===== config.mk =====
export PLATFORM = sky130hd
export DESIGN_NAME = mouse_packet_cursor_tracker_unit
export DESIGN_NICKNAME = d
export VERILOG_FILES = /design/src/rtl/core/mpct_pkg.sv /design/src/rtl/core/mpct_front.sv /design/src/rtl/core/mpct_queue.sv /design/src/rtl/core/mpct_back.sv /design/src/rtl/core/mouse_packet_cursor_tracker_unit.sv
export SDC_FILE = /design/constraint.sdc
export NUM_CORES = 1
export LEC_CHECK = 0
export BUFFER_PORTS_ARGS = -buffer_cell sky130_fd_sc_hd__buf_4
export CAP_MARGIN = 20
export CORE_MARGIN = 2
export CORE_UTILIZATION = 40
export CTS_CLUSTER_DIAMETER = 200
export CTS_CLUSTER_SIZE = 24
export DETAILED_ROUTE_END_ITERATION = 8
export MAX_ROUTING_LAYER = met4
export PLACE_DENSITY = 0.59
export RECOVER_POWER = 100
export SYNTH_ARGS = -nofsm -noshare
export SYNTH_HDL_FRONTEND = slang
export SYNTH_HIERARCHICAL = 1
export SYNTH_SLANG_ARGS = --single-unit

===== constraint.sdc =====
create_clock -name clk -period 7.95 [get_ports clk]
set_clock_uncertainty 0.15 [all_clocks]
set_input_delay 1.9875 -clock clk [delete_from_list [all_inputs] [get_ports clk]]
set_output_delay 1.9875 -clock clk [all_outputs]
set_load 0.05 [all_outputs]

===== src/rtl/core/mpct_pkg.sv =====
// shared types and constants for the mouse packet cursor tracker
`default_nettype none

package mpct_pkg;

    // result kinds carried in the low bits of tuser
    localparam logic [1:0] KIND_MOVE = 2'd0;
    localparam logic [1:0] KIND_DOWN = 2'd1;
    localparam logic [1:0] KIND_UP   = 2'd2;

    // button ids carried in the high bits of tuser
    localparam logic [1:0] BTN_NONE  = 2'd0;
    localparam logic [1:0] BTN_LEFT  = 2'd1;
    localparam logic [1:0] BTN_RIGHT = 2'd2;

    // configuration register indexes
    localparam logic REG_SCREEN_WIDTH  = 1'b0;
    localparam logic REG_SCREEN_HEIGHT = 1'b1;

    // reset screen size
    localparam logic [15:0] SCREEN_WIDTH_RST  = 16'd640;
    localparam logic [15:0] SCREEN_HEIGHT_RST = 16'd480;

    // beat widths
    localparam int IN_DATA_W  = 24;
    localparam int OUT_DATA_W = 56;
    localparam int OUT_USER_W = 4;
    localparam int ADDR_W     = 3;

    // job queue between front and back
    localparam int QUEUE_DEPTH = 4;
    localparam int PTR_W       = $clog2(QUEUE_DEPTH);
    localparam int CNT_W       = $clog2(QUEUE_DEPTH + 1);

    // one classified packet: position, motion and button changes
    typedef struct packed {
        logic [15:0]       pos_x;
        logic [15:0]       pos_y;
        logic signed [7:0] rel_x;
        logic signed [8:0] rel_y;
        logic              left_chg;
        logic              left_down;
        logic              right_chg;
        logic              right_down;
    } job_t;

    // queue status seen by back and top level
    typedef struct packed {
        logic             full;
        logic             empty;
        logic [CNT_W-1:0] count;
    } queue_status_t;

endpackage

`default_nettype wire


===== src/rtl/core/mpct_front.sv =====
// front part: accepts packets, tracks cursor and buttons, builds jobs
`default_nettype none

module mpct_front (
    input  wire logic                        clk,
    input  wire logic                        rst_n,
    input  wire logic                        accept,
    input  wire logic [7:0]                  buttons_byte,
    input  wire logic signed [7:0]           delta_x,
    input  wire logic signed [7:0]           delta_y,
    input  wire logic [15:0]                 screen_width,
    input  wire logic [15:0]                 screen_height,
    output mpct_pkg::job_t                   job
);
    import mpct_pkg::*;

    logic [15:0] cursor_x_reg, cursor_x_next;
    logic [15:0] cursor_y_reg, cursor_y_next;
    logic        left_held_reg, right_held_reg;
    logic        centered_reg;

    logic [15:0]        base_x, base_y;
    logic signed [17:0] sum_x, sum_y;
    logic               left_press, right_press;

    // start from the screen center on the first packet
    always_comb
    begin
        base_x = centered_reg ? cursor_x_reg : {1'b0, screen_width[15:1]};
        base_y = centered_reg ? cursor_y_reg : {1'b0, screen_height[15:1]};
    end

    // move and clamp to 0 through the limit, both included
    always_comb
    begin
        sum_x = $signed({2'b00, base_x}) + 18'(delta_x);
        sum_y = $signed({2'b00, base_y}) - 18'(delta_y);
        if (sum_x[17])
            cursor_x_next = 16'd0;
        else if (sum_x[16:0] > {1'b0, screen_width})
            cursor_x_next = screen_width;
        else
            cursor_x_next = sum_x[15:0];
        if (sum_y[17])
            cursor_y_next = 16'd0;
        else if (sum_y[16:0] > {1'b0, screen_height})
            cursor_y_next = screen_height;
        else
            cursor_y_next = sum_y[15:0];
    end

    // classify button changes
    always_comb
    begin
        left_press      = buttons_byte[0];
        right_press     = buttons_byte[1];
        job.pos_x       = cursor_x_next;
        job.pos_y       = cursor_y_next;
        job.rel_x       = delta_x;
        job.rel_y       = -9'(delta_y);
        job.left_chg    = left_press != left_held_reg;
        job.left_down   = left_press;
        job.right_chg   = right_press != right_held_reg;
        job.right_down  = right_press;
    end

    // tracker state
    always_ff @(posedge clk or negedge rst_n)
    begin
        if (!rst_n)
        begin
            cursor_x_reg   <= '0;
            cursor_y_reg   <= '0;
            left_held_reg  <= 1'b0;
            right_held_reg <= 1'b0;
            centered_reg   <= 1'b0;
        end
        else if (accept)
        begin
            cursor_x_reg   <= cursor_x_next;
            cursor_y_reg   <= cursor_y_next;
            left_held_reg  <= left_press;
            right_held_reg <= right_press;
            centered_reg   <= 1'b1;
        end
    end

endmodule

`default_nettype wire


===== src/rtl/core/mpct_queue.sv =====
// short job queue between front and back
`default_nettype none

module mpct_queue (
    input  wire logic                   clk,
    input  wire logic                   rst_n,
    input  wire logic                   push,
    input  wire mpct_pkg::job_t         push_job,
    input  wire logic                   pop,
    output mpct_pkg::job_t              head_job,
    output mpct_pkg::queue_status_t     status
);
    import mpct_pkg::*;

    job_t             entry_reg [QUEUE_DEPTH];
    logic [PTR_W-1:0] wr_ptr_reg, rd_ptr_reg;
    logic [CNT_W-1:0] count_reg;

    always_comb
    begin
        head_job      = entry_reg[rd_ptr_reg];
        status.count  = count_reg;
        status.full   = count_reg == CNT_W'(QUEUE_DEPTH);
        status.empty  = count_reg == '0;
    end

    // entry storage
    always_ff @(posedge clk)
    begin
        if (push)
            entry_reg[wr_ptr_reg] <= push_job;
    end

    // pointers and fill count
    always_ff @(posedge clk or negedge rst_n)
    begin
        if (!rst_n)
        begin
            wr_ptr_reg <= '0;
            rd_ptr_reg <= '0;
            count_reg  <= '0;
        end
        else
        begin
            if (push)
                wr_ptr_reg <= wr_ptr_reg + 1'b1;
            if (pop)
                rd_ptr_reg <= rd_ptr_reg + 1'b1;
            if (push && !pop)
                count_reg <= count_reg + 1'b1;
            else if (pop && !push)
                count_reg <= count_reg - 1'b1;
        end
    end

endmodule

`default_nettype wire


===== src/rtl/core/mpct_back.sv =====
// back part: walks each job and sends its results one beat at a time
`default_nettype none

module mpct_back (
    input  wire logic                 clk,
    input  wire logic                 rst_n,
    input  wire mpct_pkg::job_t       head_job,
    input  wire logic                 queue_empty,
    output logic                      pop,
    output logic                      m_tvalid,
    input  wire logic                 m_tready,
    output logic [mpct_pkg::OUT_DATA_W-1:0] m_tdata,  // pos_x, pos_y, rel_x, rel_y, zero pad
    output logic [mpct_pkg::OUT_USER_W-1:0] m_tuser,  // event_kind, button_id
    output logic                      m_tlast
);
    import mpct_pkg::*;

    job_t job_reg;
    logic job_valid_reg;
    logic move_pend_reg, left_pend_reg, right_pend_reg;

    logic              out_valid_reg;
    logic [1:0]        kind_reg, btn_reg;
    logic [15:0]       pos_x_reg, pos_y_reg;
    logic signed [7:0] rel_x_reg;
    logic signed [8:0] rel_y_reg;
    logic              last_reg;

    logic       slot_free, emit, done, load;
    logic [1:0] sel_kind, sel_btn;
    logic       sel_last, sel_move;

    // pick the next result of the current job
    always_comb
    begin
        slot_free = !out_valid_reg || m_tready;
        emit      = job_valid_reg && slot_free;
        sel_move  = move_pend_reg;
        if (move_pend_reg)
        begin
            sel_kind = KIND_MOVE;
            sel_btn  = BTN_NONE;
            sel_last = !left_pend_reg && !right_pend_reg;
        end
        else if (left_pend_reg)
        begin
            sel_kind = job_reg.left_down ? KIND_DOWN : KIND_UP;
            sel_btn  = BTN_LEFT;
            sel_last = !right_pend_reg;
        end
        else
        begin
            sel_kind = job_reg.right_down ? KIND_DOWN : KIND_UP;
            sel_btn  = BTN_RIGHT;
            sel_last = 1'b1;
        end
        done = emit && sel_last;
        load = (!job_valid_reg || done) && !queue_empty;
        pop  = load;
    end

    // job register and pending results
    always_ff @(posedge clk)
    begin
        if (load)
            job_reg <= head_job;
    end

    always_ff @(posedge clk or negedge rst_n)
    begin
        if (!rst_n)
        begin
            job_valid_reg  <= 1'b0;
            move_pend_reg  <= 1'b0;
            left_pend_reg  <= 1'b0;
            right_pend_reg <= 1'b0;
        end
        else if (load)
        begin
            job_valid_reg  <= 1'b1;
            move_pend_reg  <= 1'b1;
            left_pend_reg  <= head_job.left_chg;
            right_pend_reg <= head_job.right_chg;
        end
        else if (done)
            job_valid_reg <= 1'b0;
        else if (emit)
        begin
            if (move_pend_reg)
                move_pend_reg <= 1'b0;
            else
                left_pend_reg <= 1'b0;
        end
    end

    // output register
    always_ff @(posedge clk or negedge rst_n)
    begin
        if (!rst_n)
            out_valid_reg <= 1'b0;
        else if (emit)
            out_valid_reg <= 1'b1;
        else if (m_tready)
            out_valid_reg <= 1'b0;
    end

    always_ff @(posedge clk)
    begin
        if (emit)
        begin
            kind_reg  <= sel_kind;
            btn_reg   <= sel_btn;
            pos_x_reg <= job_reg.pos_x;
            pos_y_reg <= job_reg.pos_y;
            rel_x_reg <= sel_move ? job_reg.rel_x : 8'sd0;
            rel_y_reg <= sel_move ? job_reg.rel_y : 9'sd0;
            last_reg  <= sel_last;
        end
    end

    assign m_tvalid = out_valid_reg;
    assign m_tdata  = {7'd0, rel_y_reg, rel_x_reg, pos_y_reg, pos_x_reg};
    assign m_tuser  = {btn_reg, kind_reg};
    assign m_tlast  = last_reg;

endmodule

`default_nettype wire


===== src/rtl/core/mouse_packet_cursor_tracker_unit.sv =====
// top level of the mouse packet cursor tracker
//
//  channel   | dir | beat contents
//  ----------+-----+-----------------------------------------------------
//  s_t*      | in  | one packet: buttons_byte, delta_x, delta_y
//  m_t*      | out | one result: position, motion, kind, button, last
//  apb       | in  | screen_width at 0x0, screen_height at 0x4
//
//  a packet is taken while the queue has room; the back part sends one
//  result per cycle unless stalled; a packet uses 1 to 3 beats of the single
//  result port; its first result passes the queue entry, job and output
//  registers. reset sets the screen to 640 x 480; the cursor centers on the
//  first packet. either side may stall; the four-entry queue decouples them.
`default_nettype none

module mouse_packet_cursor_tracker_unit (
    input  wire logic                           clk,
    input  wire logic                           rst_n,
    input  wire logic                           s_tvalid,
    output logic                                s_tready,
    input  wire logic [mpct_pkg::IN_DATA_W-1:0] s_tdata,   // buttons_byte, delta_x, delta_y
    output logic                                m_tvalid,
    input  wire logic                           m_tready,
    output logic [mpct_pkg::OUT_DATA_W-1:0]     m_tdata,   // pos_x, pos_y, rel_x, rel_y, pad
    output logic [mpct_pkg::OUT_USER_W-1:0]     m_tuser,   // event_kind, button_id
    output logic                                m_tlast,
    input  wire logic                           psel,
    input  wire logic                           penable,
    input  wire logic                           pwrite,
    input  wire logic [mpct_pkg::ADDR_W-1:0]    paddr,
    input  wire logic [31:0]                    pwdata,
    output logic [31:0]                         prdata,
    output logic                                pready
);
    import mpct_pkg::*;

    logic [15:0]   screen_width_reg, screen_height_reg;
    logic          cfg_write;
    logic          accept;
    job_t          push_job, head_job;
    queue_status_t q_status;
    logic          pop;
    logic          prev_last_reg;

    // configuration registers
    assign pready    = 1'b1;
    assign cfg_write = psel && penable && pwrite && pready;

    always_ff @(posedge clk or negedge rst_n)
    begin
        if (!rst_n)
        begin
            screen_width_reg  <= SCREEN_WIDTH_RST;
            screen_height_reg <= SCREEN_HEIGHT_RST;
        end
        else if (cfg_write)
        begin
            case (paddr[2])
                REG_SCREEN_WIDTH:  screen_width_reg  <= pwdata[15:0];
                REG_SCREEN_HEIGHT: screen_height_reg <= pwdata[15:0];
                default:           ;
            endcase
        end
    end

    always_comb
    begin
        case (paddr[2])
            REG_SCREEN_WIDTH:  prdata = {16'd0, screen_width_reg};
            REG_SCREEN_HEIGHT: prdata = {16'd0, screen_height_reg};
            default:           prdata = '0;
        endcase
    end

    // input beat handshake
    assign s_tready = !q_status.full;
    assign accept   = s_tvalid && s_tready;

    mpct_front u_front (
        .clk           (clk),
        .rst_n         (rst_n),
        .accept        (accept),
        .buttons_byte  (s_tdata[7:0]),
        .delta_x       ($signed(s_tdata[15:8])),
        .delta_y       ($signed(s_tdata[23:16])),
        .screen_width  (screen_width_reg),
        .screen_height (screen_height_reg),
        .job           (push_job)
    );

    mpct_queue u_queue (
        .clk      (clk),
        .rst_n    (rst_n),
        .push     (accept),
        .push_job (push_job),
        .pop      (pop),
        .head_job (head_job),
        .status   (q_status)
    );

    mpct_back u_back (
        .clk         (clk),
        .rst_n       (rst_n),
        .head_job    (head_job),
        .queue_empty (q_status.empty),
        .pop         (pop),
        .m_tvalid    (m_tvalid),
        .m_tready    (m_tready),
        .m_tdata     (m_tdata),
        .m_tuser     (m_tuser),
        .m_tlast     (m_tlast)
    );

    // remembers whether the previous result closed its packet
    always_ff @(posedge clk or negedge rst_n)
    begin
        if (!rst_n)
            prev_last_reg <= 1'b1;
        else if (m_tvalid && m_tready)
            prev_last_reg <= m_tlast;
    end

    // a packet's results open with a move result and only there
    a_move_opens_packet: assert property (@(posedge clk) disable iff (!rst_n)
        m_tvalid |-> ((m_tuser[1:0] == KIND_MOVE) == prev_last_reg))
        else $error("move result out of place");

    // button results carry no motion, move results carry no button
    a_button_no_motion: assert property (@(posedge clk) disable iff (!rst_n)
        m_tvalid && (m_tuser[1:0] != KIND_MOVE) |-> (m_tdata[48:32] == '0))
        else $error("button result with motion");

    a_move_no_button: assert property (@(posedge clk) disable iff (!rst_n)
        m_tvalid && (m_tuser[1:0] == KIND_MOVE) |-> (m_tuser[3:2] == BTN_NONE))
        else $error("move result with button id");

    // queue never overfills
    a_queue_bound: assert property (@(posedge clk) disable iff (!rst_n)
        q_status.count <= CNT_W'(QUEUE_DEPTH))
        else $error("job queue overflow");

endmodule

`default_nettype wire

Yosys cells after proc, flatten, opt, wreduce, memory -nomap -nowiden
Memories as Yosys holds them, arrays and structs flattened.
Index checks and enable logic that the tools add are counted.
Widths: inputs -> output; s select.
{ "word_totals": {"register_bits": 184, "latch_bits": 0, "mem_bits_rw": 212, "mem_bits_ro": 0, "input_bits": 66, "word_cells": 100, "mem_count": 1} }
{ "classes": {"n_addsub": 7, "mul": 0, "div": 0, "n_lt_le_gt_ge": 2, "eq_ne": 5, "shift": 0, "mux": 28, "bitwise_logic": 1, "n_reduce_logical": 28} }
{ "memory_table": {"columns": ["memory", "words", "width", "rd", "rd_ports_with_merged_regs", "wr", "line", "text"], "rows": [
  ["u_queue.entry_reg", 4, 53, 1, 0, 1, "mpct_queue.sv:15", "job_t entry_reg [QUEUE_DEPTH];"]
]} }
{ "op_table": {"columns": ["operator", "count"], "rows": [
  ["$mux 16", 6],
  ["$pmux 32 s2", 1],
  ["$gt 17x16->1", 2],
  ["$add 17x8->18", 1],
  ["$sub 17x8->18", 1],
  ["$mux 1", 15],
  ["$logic_and 1x1->1", 9],
  ["$neg 8->9", 1],
  ["$logic_not 1->1", 8],
  ["$mux 2", 4],
  ["$reduce_bool 2->1", 4],
  ["$mux 3", 2],
  ["$reduce_and 2->1", 3],
  ["$add 2x1->2 const B", 2],
  ["$ne 2x2->1 const B", 2],
  ["$add 3x1->3 const B", 1],
  ["$eq 3x3->1 const B", 1],
  ["$logic_not 3->1", 1],
  ["$reduce_and 3->1", 1],
  ["$sub 3x1->3 const B", 1],
  ["$logic_or 1x1->1", 2],
  ["$ne 1x1->1", 2],
  ["$not 1->1", 1]
]} }

Longest topological paths before layout
{ "depth": {"ltp_word": 9, "ltp_mapped": 23} }

Hierarchy
Netlist, hierarchy kept.
{ "modules_own_cells": {"columns": ["mod", "instances", "cells_each", "area_per_inst_um2", "seq_area_each_um2"], "rows": [
  ["mpct_queue", 1, 311, 8110.3, 6541.3],
  ["mpct_front", 1, 614, 4839.6, 875.8],
  ["mpct_back", 1, 162, 3618.5, 3278.1],
  ["mouse_packet_cursor_tracker_unit", 1, 107, 1615.3, 808.3]
]} }

Least setup slack after synthesis
No wires, ideal clock.
{ "synth_path": {"path_type": "input port to flip-flop", "start": "in s_tdata[16] in the netlist's numbering", "end": "mem u_queue/entry_reg[0][30] in the netlist's numbering (data pin)", "setup_time_ps": 277, "arrival_ps": 5460, "required_ps": 7523, "path_slack_ps": 2063, "cell_stages": 18, "n_path_buf": 2, "path_cell_list": "ha_1 -> fa_1 -> nand2b_1 -> a21o_1 -> a21o_1 -> o311ai_0 -> a21oi_1 -> xnor2_1 -> ha_1 -> nand4_1 -> nor4_1 -> o31ai_1 -> o2111a_1 -> o211ai_1 -> buf_4 -> buf_4 -> mux2i_1 -> nor2_1"} }
{ "synth_rtl": {"columns": ["element", "line", "text"], "rows": [
  ["start, declared", "mouse_packet_cursor_tracker_unit.sv:21", "input wire logic [mpct_pkg::IN_DATA_W-1:0] s_tdata,"],
  ["end, declared", "mpct_queue.sv:15", null]
]} }

==> qor.yml <==
finalNetCount: 1429
cp_num_buf_inv: 2
total_power_mw: 7.634
drtPass1Iterations: 5
core.rowCount: 78
dieArea_um2: 47180
drt-initial-drc-count: 604
worstPathArrival_ns: 7.00
die_w_um: 217.2
clock_latency_ns: 0.54
grt_pass1_vias: 10029
cts_tree: "done"
hpwl_mm: 24.68
ys_ff_latch: 396
core_um2: 45090
drive_gt1_frac: 0.1284
yosysSeqAreaShare: 0.6326
htreeDepth: 1
ios: 162
clock-root-buffer: "clkbuf_16"
cp_top_family: "compound AO/OA/AOI/OAI gates"
initial_core_util: 0.4033
viasPerCell: 5.115
setup_viol: 0
crit_fanout: 12
worstSetupStartpointType: "input port"
wl_per_cell_um: 19.33
hp-class: "reg -> reg"
required_ns: 8.06
fin_crit_sh: 0.8658
fp.dieH_um: 217.2
grt_usage: 0.1634
largest_reg_flops: 212
avgSynthCellArea_um2: 15.23
p_leak_nw: 7.233
ys_async_sr_fraction: 0.1995
path_cells: "clkbuf_1, ha_1, fa_1, nand2b_1, a21o_1, a21o_1, o311ai_0, a21oi_1, xnor2_1, ha_1, nand4_1, nor4_1, o31ai_1, o2111a_1, o211ai_1, clkbuf_1, mux2i_1, nor2_1"
ir_drop_v: 0.0001526
wirelength_mm: 36.75
cts.path.max_buffers: 3
p_per_area_nw_per_um2: 389.4
cts.reportedPaths.clkPinSlew_ns: 0.09
cts_setup_buffers: 0
placed_cells: 1865
drc: 0
report.final.slew_viol_count: 451
grt_antenna_before_repair: 0
maxCapViolCount: 8
synth_area_um2: 18180
postRouteAntennaNets: 0
diodes: 0
cp_slowest_cell: "clkbuf_1"
cts_resized: 0
fmax_mhz: 145.3
ctsHoldBuffers: 0
port_buffers: 113
violations: "capacitance limit, slew limit"
ys.flop_type: "edfxtp_1"
slew_headroom: -1.888
max_stage_delay_ns: 0.66
endpoint_kind: "register"
worst_pin_slew_ns: 4.329
grt_max_degree: 72
clkSinkCount: 396
final_common_cell: "edfxtp_1"
syn2layout_area_growth_pct: 7.796
layout_common_cells: "edfxtp_1, clkbuf_1, ha_1"
fin_tns_setup_ns: 0
outcome: "complete, but fails checks"
finalHoldViolCount: 0
synth_edf_count: 317
grt_pass1_wl_mm: 57.97
vias: 9723
grt_remaining_overflow: 0
path_class: "in -> reg"
synth_cell_types: 75
finalNonFillerCells: 1901
rsz0062_at_grt: "false"
yosysWarnings: 6
cts_inserted_buffers: 20
synthCells: 1194
place_congestion: 0.8826
min_period_ns: 6.883
per-layer routing:
| metal | GRT usage | share of wire |
|---|---|---|
| met1 | 0.2307 | 0.48 |
| met2 | 0.2494 | 0.45 |
| met3 | 0.02376 | 0.050 |
| met4 | 0.04178 | 0.017 |
| met5 | - | 0 |
cell families (layout without fill, tap and decap cells):
logic type,count (synthesis),count (layout),share of synthesized area
DFF,396,396,0.6326
and+or+nand+nor,220,220,0.06028
AOI/OAI and AO/OA,186,186,0.06936
muxes,138,138,0.1192
buffers and inverters,136,222,0.04397
adders and majority gates,77,77,0.05415
xor gates and xnor gates,38,38,0.01975
other,3,24,0.0006192
worst register-to-register path, cell delays in order (launching register included):
cell      delay, ns
dfrtp_1        0.74
buf_4          0.42
mux2i_1        0.14
ha_1           0.21
fa_1           0.41
nand2b_1       0.19
a21o_1         0.20
a21o_1         0.22
o311ai_0       0.43
a21oi_1        0.15
xnor2_1        0.16
ha_1           0.33
nand4_1        0.15
nor4_1         0.54
o31ai_1        0.16
o2111a_1       0.17
o211ai_1       0.21
clkbuf_1       0.66
mux2i_1        0.42
nor2_1         0.13
stage by stage:
stage / hold WS, ns / cell area [µm²] / utilization / setup WS, ns
6_report: 0.2755 / 19600 / 0.4347 / 1.067
5_1_grt: 0.2892 / 19600 / 0.4347 / 0.6714
4_1_cts: 0.2786 / 20000 / 0.4436 / 1.581
3_5_place_dp: 0.2557 / 19410 / 0.4304 / 1.008
3_3_place_gp: 0.2511 / 19410 / 0.4304 / 0.9963
2_1_floorplan: 0.2503 / 18260 / - / 2.063
path summary, 6_finish.rpt:
| path | from | to | slack [ns] | cells after the start |
|---|---|---|---|---|
| worst max-delay path | s_tdata[16] | u_queue/entry_reg[3][30] | 1.07 | 18 |
| worst min-delay path | u_back/job_reg[28] | u_back/pos_y_reg[7] | 0.28 | 0 |
| worst max register to register | u_front/centered_reg | u_queue/entry_reg[2][30] | 1.47 | 19 |
| worst min register to register | u_back/job_reg[28] | u_back/pos_y_reg[7] | 0.28 | 0 |
| max in group asynchronous | rst_n | u_front/cursor_y_reg[7] | 2.09 | 2 |
| min in group asynchronous | rst_n | u_back/m_tvalid | 1.22 | 1 |
power breakdown:
part	internal (mW)	total, mW	leakage, nW	switching, mW
sequential	3.20	3.54	3.94	0.341
clock	0.504	1.13	0.282	0.627
combinational	1.09	2.96	3.01	1.87
total	4.80	7.63	7.23	2.84
cell type report:
cell class	count	area [µm²]
fillers	4116	25490
flip-flops and latches	396	11510
multi-input cells	683	5893
well taps	600	750.7
repair buffers	123	619.3
clock buffers	35	578.1
inverters	63	236.5
clock inverters	1	16.27
Yosys cell counts, drive strengths merged (7+ instances only):
library cell	number	area share
o2bb2ai	31	0.015
xor2	10	0.0048
nor2	63	0.013
nor2b	7	0.0024
ha	73	0.050
nand2	66	0.014
nand2b	10	0.0039
a21o	9	0.0037
o21ai	57	0.017
clkbuf	15	0.0031
inv	63	0.013
o211ai	7	0.0029
a211oi	9	0.0043
edfxtp	317	0.52
and2	21	0.0072
nor3	7	0.0019
nand3	14	0.0041
mux2i	31	0.017
mux2	54	0.036
mux4	53	0.067
dfrtp	73	0.10
xnor2	28	0.015
buf	58	0.028
nand4	7	0.0032
o21a	10	0.0041
a21oi	39	0.011
(Power assumes the default switching activity.)
